### src/hw/rtl/psrpg_pkg.sv
// Shared types and constants of the position-sensitive pooling gradient scatter.
// Used by psrpg_div and ps_roi_pool_grad_scatter_core; no dependencies.
`timescale 1ns / 1ps

package psrpg_pkg;

   localparam int DIV_W = 32;
   localparam int CSR_INDEX_W = 3;
   localparam int CSR_DATA_W = 6;

   localparam logic [CSR_INDEX_W-1:0] CSR_IMAGE_WIDTH   = 3'd0;
   localparam logic [CSR_INDEX_W-1:0] CSR_IMAGE_HEIGHT  = 3'd1;
   localparam logic [CSR_INDEX_W-1:0] CSR_BIN_ROWS      = 3'd2;
   localparam logic [CSR_INDEX_W-1:0] CSR_BIN_COLS      = 3'd3;
   localparam logic [CSR_INDEX_W-1:0] CSR_CHANNEL_COUNT = 3'd4;

   localparam logic [1:0] KIND_CLEAR  = 2'd0;
   localparam logic [1:0] KIND_ACCUM  = 2'd1;
   localparam logic [1:0] KIND_READ   = 2'd2;
   localparam logic [1:0] KIND_UNUSED = 2'd3;

   typedef enum logic [3:0] {
      ST_CLEAR,
      ST_IDLE,
      ST_SETUP,
      ST_START,
      ST_DIV_BX,
      ST_DIV_BW,
      ST_DIV_BY,
      ST_DIV_BH,
      ST_DIV_ADD,
      ST_CELL_RD,
      ST_CELL_WR,
      ST_READ_WAIT,
      ST_READ_OUT
   } state_type;

   typedef struct packed {
      logic             start;
      logic [DIV_W-1:0] dividend;
      logic [DIV_W-1:0] divisor;
   } div_req_type;

   typedef struct packed {
      logic             done;
      logic [DIV_W-1:0] quotient;
   } div_rsp_type;

endpackage

### src/hw/rtl/psrpg_div.sv
// Bit-serial restoring divider, one quotient bit per cycle, unsigned operands.
// Depends on psrpg_pkg for the request and response structs.
`timescale 1ns / 1ps

module psrpg_div (
   input  logic                  clock,
   input  logic                  reset,
   input  psrpg_pkg::div_req_type div_req,
   output psrpg_pkg::div_rsp_type div_rsp
);

   localparam int W = psrpg_pkg::DIV_W;
   localparam int CNT_W = $clog2(W);

   logic             busy_ff, busy_in;
   logic             done_ff, done_in;
   logic [CNT_W-1:0] count_ff, count_in;
   logic [W-1:0]     shift_ff, shift_in;
   logic [W-1:0]     rem_ff, rem_in;
   logic [W-1:0]     divisor_ff, divisor_in;
   logic [W:0]       rem_sh;
   logic [W:0]       rem_sub;
   logic             ge;

   always_comb begin
      rem_sh = {rem_ff, shift_ff[W-1]};
      ge = rem_sh >= {1'b0, divisor_ff};
      rem_sub = rem_sh - {1'b0, divisor_ff};
      busy_in = busy_ff;
      done_in = 1'b0;
      count_in = count_ff;
      shift_in = shift_ff;
      rem_in = rem_ff;
      divisor_in = divisor_ff;
      if (div_req.start) begin
         busy_in = 1'b1;
         count_in = '0;
         shift_in = div_req.dividend;
         rem_in = '0;
         divisor_in = div_req.divisor;
      end else if (busy_ff) begin
         shift_in = {shift_ff[W-2:0], ge};
         rem_in = ge ? rem_sub[W-1:0] : rem_sh[W-1:0];
         count_in = count_ff + 1'b1;
         if (count_ff == CNT_W'(W - 1)) begin
            busy_in = 1'b0;
            done_in = 1'b1;
         end
      end
   end

   always_ff @(posedge clock) begin
      if (reset) begin
         busy_ff <= 1'b0;
         done_ff <= 1'b0;
         count_ff <= '0;
      end else begin
         busy_ff <= busy_in;
         done_ff <= done_in;
         count_ff <= count_in;
      end
      shift_ff <= shift_in;
      rem_ff <= rem_in;
      divisor_ff <= divisor_in;
   end

   assign div_rsp.done = done_ff;
   assign div_rsp.quotient = shift_ff;

endmodule
### config.mk
export PLATFORM = sky130hd
export DESIGN_NAME = psrpg_div
export DESIGN_NICKNAME = d
export VERILOG_FILES = /design/src/hw/rtl/psrpg_pkg.sv /design/src/hw/rtl/psrpg_div.sv
export SDC_FILE = /design/constraint.sdc
export NUM_CORES = 1
export LEC_CHECK = 0
export BUFFER_PORTS_ARGS = -buffer_cell sky130_fd_sc_hd__buf_2
export CAP_MARGIN = 10
export CORE_UTILIZATION = 45
export CTS_BUF_LIST = sky130_fd_sc_hd__clkbuf_4
export CTS_CLUSTER_DIAMETER = 120
export DETAILED_ROUTE_END_ITERATION = 10
export PLACE_DENSITY = 0.66
export SLEW_MARGIN = 20
export SYNTH_ARGS = -nofsm -noshare
export SYNTH_HDL_FRONTEND = slang
export SYNTH_SLANG_ARGS = --single-unit
### constraint.sdc
create_clock -name clock -period 6.05 [get_ports clock]
set_input_delay 0.605 -clock clock [delete_from_list [all_inputs] [get_ports clock]]
set_output_delay 0.605 -clock clock [all_outputs]
set_load 0.02 [all_outputs]
---- Word level (Yosys, flattened, before mapping) ----
Cells that the tools add are included.
storage, ports and cells
  register bits after elaboration ......... 103
  bits in latches ......................... 0
  RAM bits ................................ 0
  bits in read-only memories .............. 0
  input port bits ......................... 67
  output and inout bits ................... 33
  memories ................................ 0
cells by class
  $add $sub $neg .......................... 2
  multipliers ............................. 0
  divide/modulo/power cells ............... 0
  magnitude comparators ................... 1
  eq/ne operators ......................... 1
  shift-type cells ........................ 0
  multiplexer cells ....................... 7
  bitwise operators ....................... 1
  reductions and logical operators ........ 3
operators with widths
  operator                                                        count
  32-bit 2-to-1 mux                                               3
  33-bit by 32-bit greater-or-equal comparator with 1-bit output  1
  32-bit subtractor                                               1
  5-bit by 1-bit adder with 5-bit output, second input constant   1
  5-bit equality test, second input constant                      1
  1-bit 2-to-1 mux                                                4
  3-bit OR reduction                                              1
  2-bit nonzero test                                              1
  2-bit OR reduction                                              1
  1-bit NOT                                                       1

---- Longest topological paths before layout ----
  word-level depth ........................ 4
  gate-level depth with buffers ........... 14
  depth with buffers taken out ............ 12

---- Worst setup path after synthesis ----
No wires, ideal clock.
  path kind ............................... register to register
  start ................................... reg shift_ff[31]
  end ..................................... reg rem_ff[30]
  data arrival time ....................... 2.604 ns
  required time ........................... 5.924 ns
  setup slack ............................. 3.320 ns
  cell stages (with the launch flop) ...... 13
  path buffers ............................ 0
  clock period less this slack ............ 2.730 ns
  cells stage by stage .................... edfxtp_1 > inv_1 > ha_1 > fa_1 > nor2b_1 > o2111ai_1 > a21oi_1 > nor2_1 > o31ai_1 > a41oi_1 > a31oi_1 > xnor2_1 > o21ai_0
on the way
  word-level cells in the longest chain between the ends .. 2
ends and longest elaborated chain
  element                                                                                              RTL line                          RTL
  start: declaration                                                                                   psrpg_div.sv:18                   logic [W-1:0] shift_ff, shift_in;
  start signal: assignment                                                                             psrpg_div.sv:62                   shift_ff <= shift_in;
  32-bit subtractor or 33-bit by 32-bit greater-or-equal comparator with 1-bit output (tied branches)  psrpg_div.sv:28, psrpg_div.sv:27
  32-bit 2-to-1 mux (*)                                                                                psrpg_div.sv:43                   rem_in = ge ? rem_sub[W-1:0] : rem_sh[W-1:0];
  end signal: assignment                                                                               psrpg_div.sv:63                   rem_ff <= rem_in;
  end: declaration                                                                                     psrpg_div.sv:19                   logic [W-1:0] rem_ff, rem_in;
Every way passes the cells marked *; elsewhere a longest branch is shown, timed or not.
A chain may end at the register's enable or synchronous reset.

---- Worst setup path after layout ----
  start ................................... reg divisor_ff[28]
  end ..................................... reg rem_ff[20]
on the way
  word-level cells in the longest chain between the ends .. 2
ends and longest elaborated chain
  element                                                         RTL line         RTL
  start: declaration                                              psrpg_div.sv:20  logic [W-1:0] divisor_ff, divisor_in;
  start signal: assignment                                        psrpg_div.sv:64  divisor_ff <= divisor_in;
  33-bit by 32-bit greater-or-equal comparator with 1-bit output  psrpg_div.sv:27  ge = rem_sh >= {1'b0, divisor_ff};
  32-bit 2-to-1 mux                                               psrpg_div.sv:43
Every way passes these cells.

==> impl_results.md <==
* Status: complete, no violations
* Critical path class: flop to flop
* Gr ovfl total at 0
* Diode count at 0
* Critical path launch point: divisor_ff[28]
* GRT Overall Usage at 0.200
* Hold path depth at 1
* Post-place setup slack at 2.84 ns
* Clk_skew at 0.0309 ns
* Root Buffer: clkbuf_4
* Worst VDD drop at 159 µV
* CTS sink cnt at 103
* Global-route wire length before repair at 21.2 mm
* Clock tree buffer depth at 2
* Max_cap viols at 0
* Largest net degree at the start of global routing at 57
* Multi-input gate area at 0.00292 mm²
* FF+latch area at about 0.0027 mm²
* Logic pwr share at 0.239
* Worst path arrival time at ~3.7 ns
* Async S/R FF share, synth at 0
* PwrDens at 236 mW/mm²
* Setup TNS at 0 ns
* Post-route ant nets at 0
* Worst-path maximum fanout at 37
* Initial Utilization at 0.467
* Vias after detailed routing at around 4.6k
* Clk_lat worst skew at approximately 0.50 ns
* Post-CTS Hold Fix Bufs at 0
* Die width at 117 µm
* Hold Slack at 0.262 ns
* Hold Crit Start: div_req[27]
* Top cell type's share of synthesized area at 0.322
* Final hold violation count at 0
* Share of layout cells above drive strength 1 at 0.241
* Clock share of power at 0.229
* FILL cells at 1,162
* Post-synth cell types at 60
* Die area at approximately 0.014 mm²
* Worst slew pin tran at 0.971 ns
* RSZ-0062 raised after global routing: false
* Htree depth at 3
* Worst min path class: primary input to flop
* Worst r2r src: divisor_ff[28]
* Path depth of the worst reg2reg path at 11
* Slew headroom at 0.350
* GP Congestion at between 0.8 and 0.9
* Ys Warns at 0
* Total power at 1.57 mW
* Initial antenna violation count at 0
* P&R area growth vs syn at 11.6%
* Number of I/O pins at 100
* Syn avg cell area at 10.2 µm²
* Psw at between 500 and 600 µW
* Commonest register cell after synthesis: edfxtp_1
* Core area at 0.0128 mm²
* TritonCTS clock tree: yes
* Ranking of synthesized cells by area: edfxtp_1, dfxtp_1, ha_1
* Number of port buffers at 99
* Final setup viols at 0
* Nets at 768
* Register area share after synthesis at 0.453
* Number of global-route vias before repair at 4,508
* First-pass detailed-route iteration total at 5
* Yosys reg bits at slightly above 100
* Syn Nets at slightly below 700
* Wire per inst at 15.5 µm
* Final worst path period need at 3.24 ns
* Post-synth EDFFs at 64
* CTS clk-pin slew, worst paths at 0.19 ns
* Switching Share at 0.326
* Post-synthesis cell count at between 500 and 600
* Drt drc at 0
* # Post-CTS Setup Buffers at 0
* Total CTS buffers at 9
* Detailed Route Iter0 Violations at 236
* Routed wire length at 13.1 mm
* Post-Syn Area at 0.00596 mm²
* Slew Viols, Final at 0
* P_leak at ~2.8 nW
* Die Y at between 100 and 150 µm
* Crit end category: flop
* Setup ws final at 2.81 ns
* Fmax at 308 MHz
* Required @ worst endpoint at between 6 and 7 ns
* Drt via density at 5.47
* Utilization after layout at 0.521
* Post-cts resize count at 0
* Internal power at about 1.1 mW
* Sequential share of power at 0.532
* Cell row count at 41
* Dominant cell type by area after synthesis: edfxtp_1
* Final period util at 0.536
* HPWL Detailed at between 9 and 10 mm
* CP startpoint kind: flop
-- worst max-delay path, stage by stage (launching register included) --
cell	delay, ns
edfxtp_1	0.36
inv_1	0.04
ha_1	0.46
nand2_2	0.11
nor3_2	0.24
nand2_1	0.07
or3_1	0.44
o21a_1	0.23
o211ai_4	0.08
buf_4	0.49
nand2_1	0.35
o221ai_1	0.26
-- kinds of logic after synthesis --
family                   Yosys count  share of synthesized area
adder cells (fa/ha/maj)           35                     0.0747
multiplexers                      52                     0.0949
AND/OR/NAND/NOR                  143                      0.110
XOR/XNOR                          30                     0.0441
AO/OA/AOI/OAI                    146                      0.164
buffers and inverters             76                     0.0586
flip-flops                       103                      0.453
-- sequential cells by signal, summed over array words and instances (netlist names) --
| register | flops |
|---|---|
| busy_ff | 1 |
| count_ff | 5 |
| divisor_ff | 32 |
| done_ff | 1 |
| rem_ff | 32 |
| shift_ff | 32 |
-- final timing paths --
kind               endpoint  slack [ns]
max              rem_ff[20]        2.81
min          divisor_ff[27]        0.26
max reg2reg      rem_ff[20]        2.81
min reg2reg      rem_ff[14]        0.51
-- placed cells by master, fill, tap and decap left out, types with 9 or more instances in the layout --
cell / count
ha_1: 34
inv_1: 43
a31oi_1: 9
mux2i_1: 19
a211oi_1: 17
xnor2_1: 12
a21oi_1: 37
buf_2: 98
xor2_1: 18
clkbuf_4: 10
nor3_1: 14
nand3_1: 11
nand2_1: 39
mux2_2: 32
a21o_1: 14
o21ai_0: 19
edfxtp_1: 64
dfxtp_1: 39
nor2_1: 47
-- cells in the mapped netlist (all sizes together) (18+ instances only) --
cell and n:
nand2 41, xor2 18, edfxtp 64, mux2i 19, dfxtp 39, a211oi 20
ha 34, mux2 33, o21ai 23, a21oi 39, nor2 47, inv 44
-- metal layers --
metal  GRT usage  wire (µm)  up-vias  part of all wire
met5           0          0        -                 0
met2       0.327       6220      109              0.48
met3      0.0505        618       24             0.047
li1            -          -     2301                 -
met1       0.255       5980     2176              0.46
met4      0.0776        270        0             0.021
-- metrics by stage --
| stage | area [µm²] | instances |
|---|---|---|
| 2_1_floorplan | 5960 | 585 |
| 3_3_place_gp | 6520 | 827 |
| 3_5_place_dp | 6520 | 827 |
| 4_1_cts | 6650 | 843 |
| 5_1_grt | 6650 | 843 |
| 6_report | 6650 | 843 |
-- cell type report --
class / count / share of cell area
multi-input cells: 406 / 0.439
flip-flops and latches: 103 / 0.406
repair buffers: 102 / 0.0783
well taps: 172 / 0.0324
inverters: 44 / 0.0248
clock buffers: 10 / 0.0113
clock inverters: 6 / 0.00809
-- power by group through the flow --
stage               registers, mW  logic, mW  clock network [mW]
global route                0.842      0.415               0.393
CTS                         0.835      0.374               0.370
floorplan                   0.872      0.247                   0
detailed placement          0.849      0.372                   0
finish                      0.834      0.374               0.359
global placement            0.848      0.366                   0
Power figures use the tool's default switching activity.
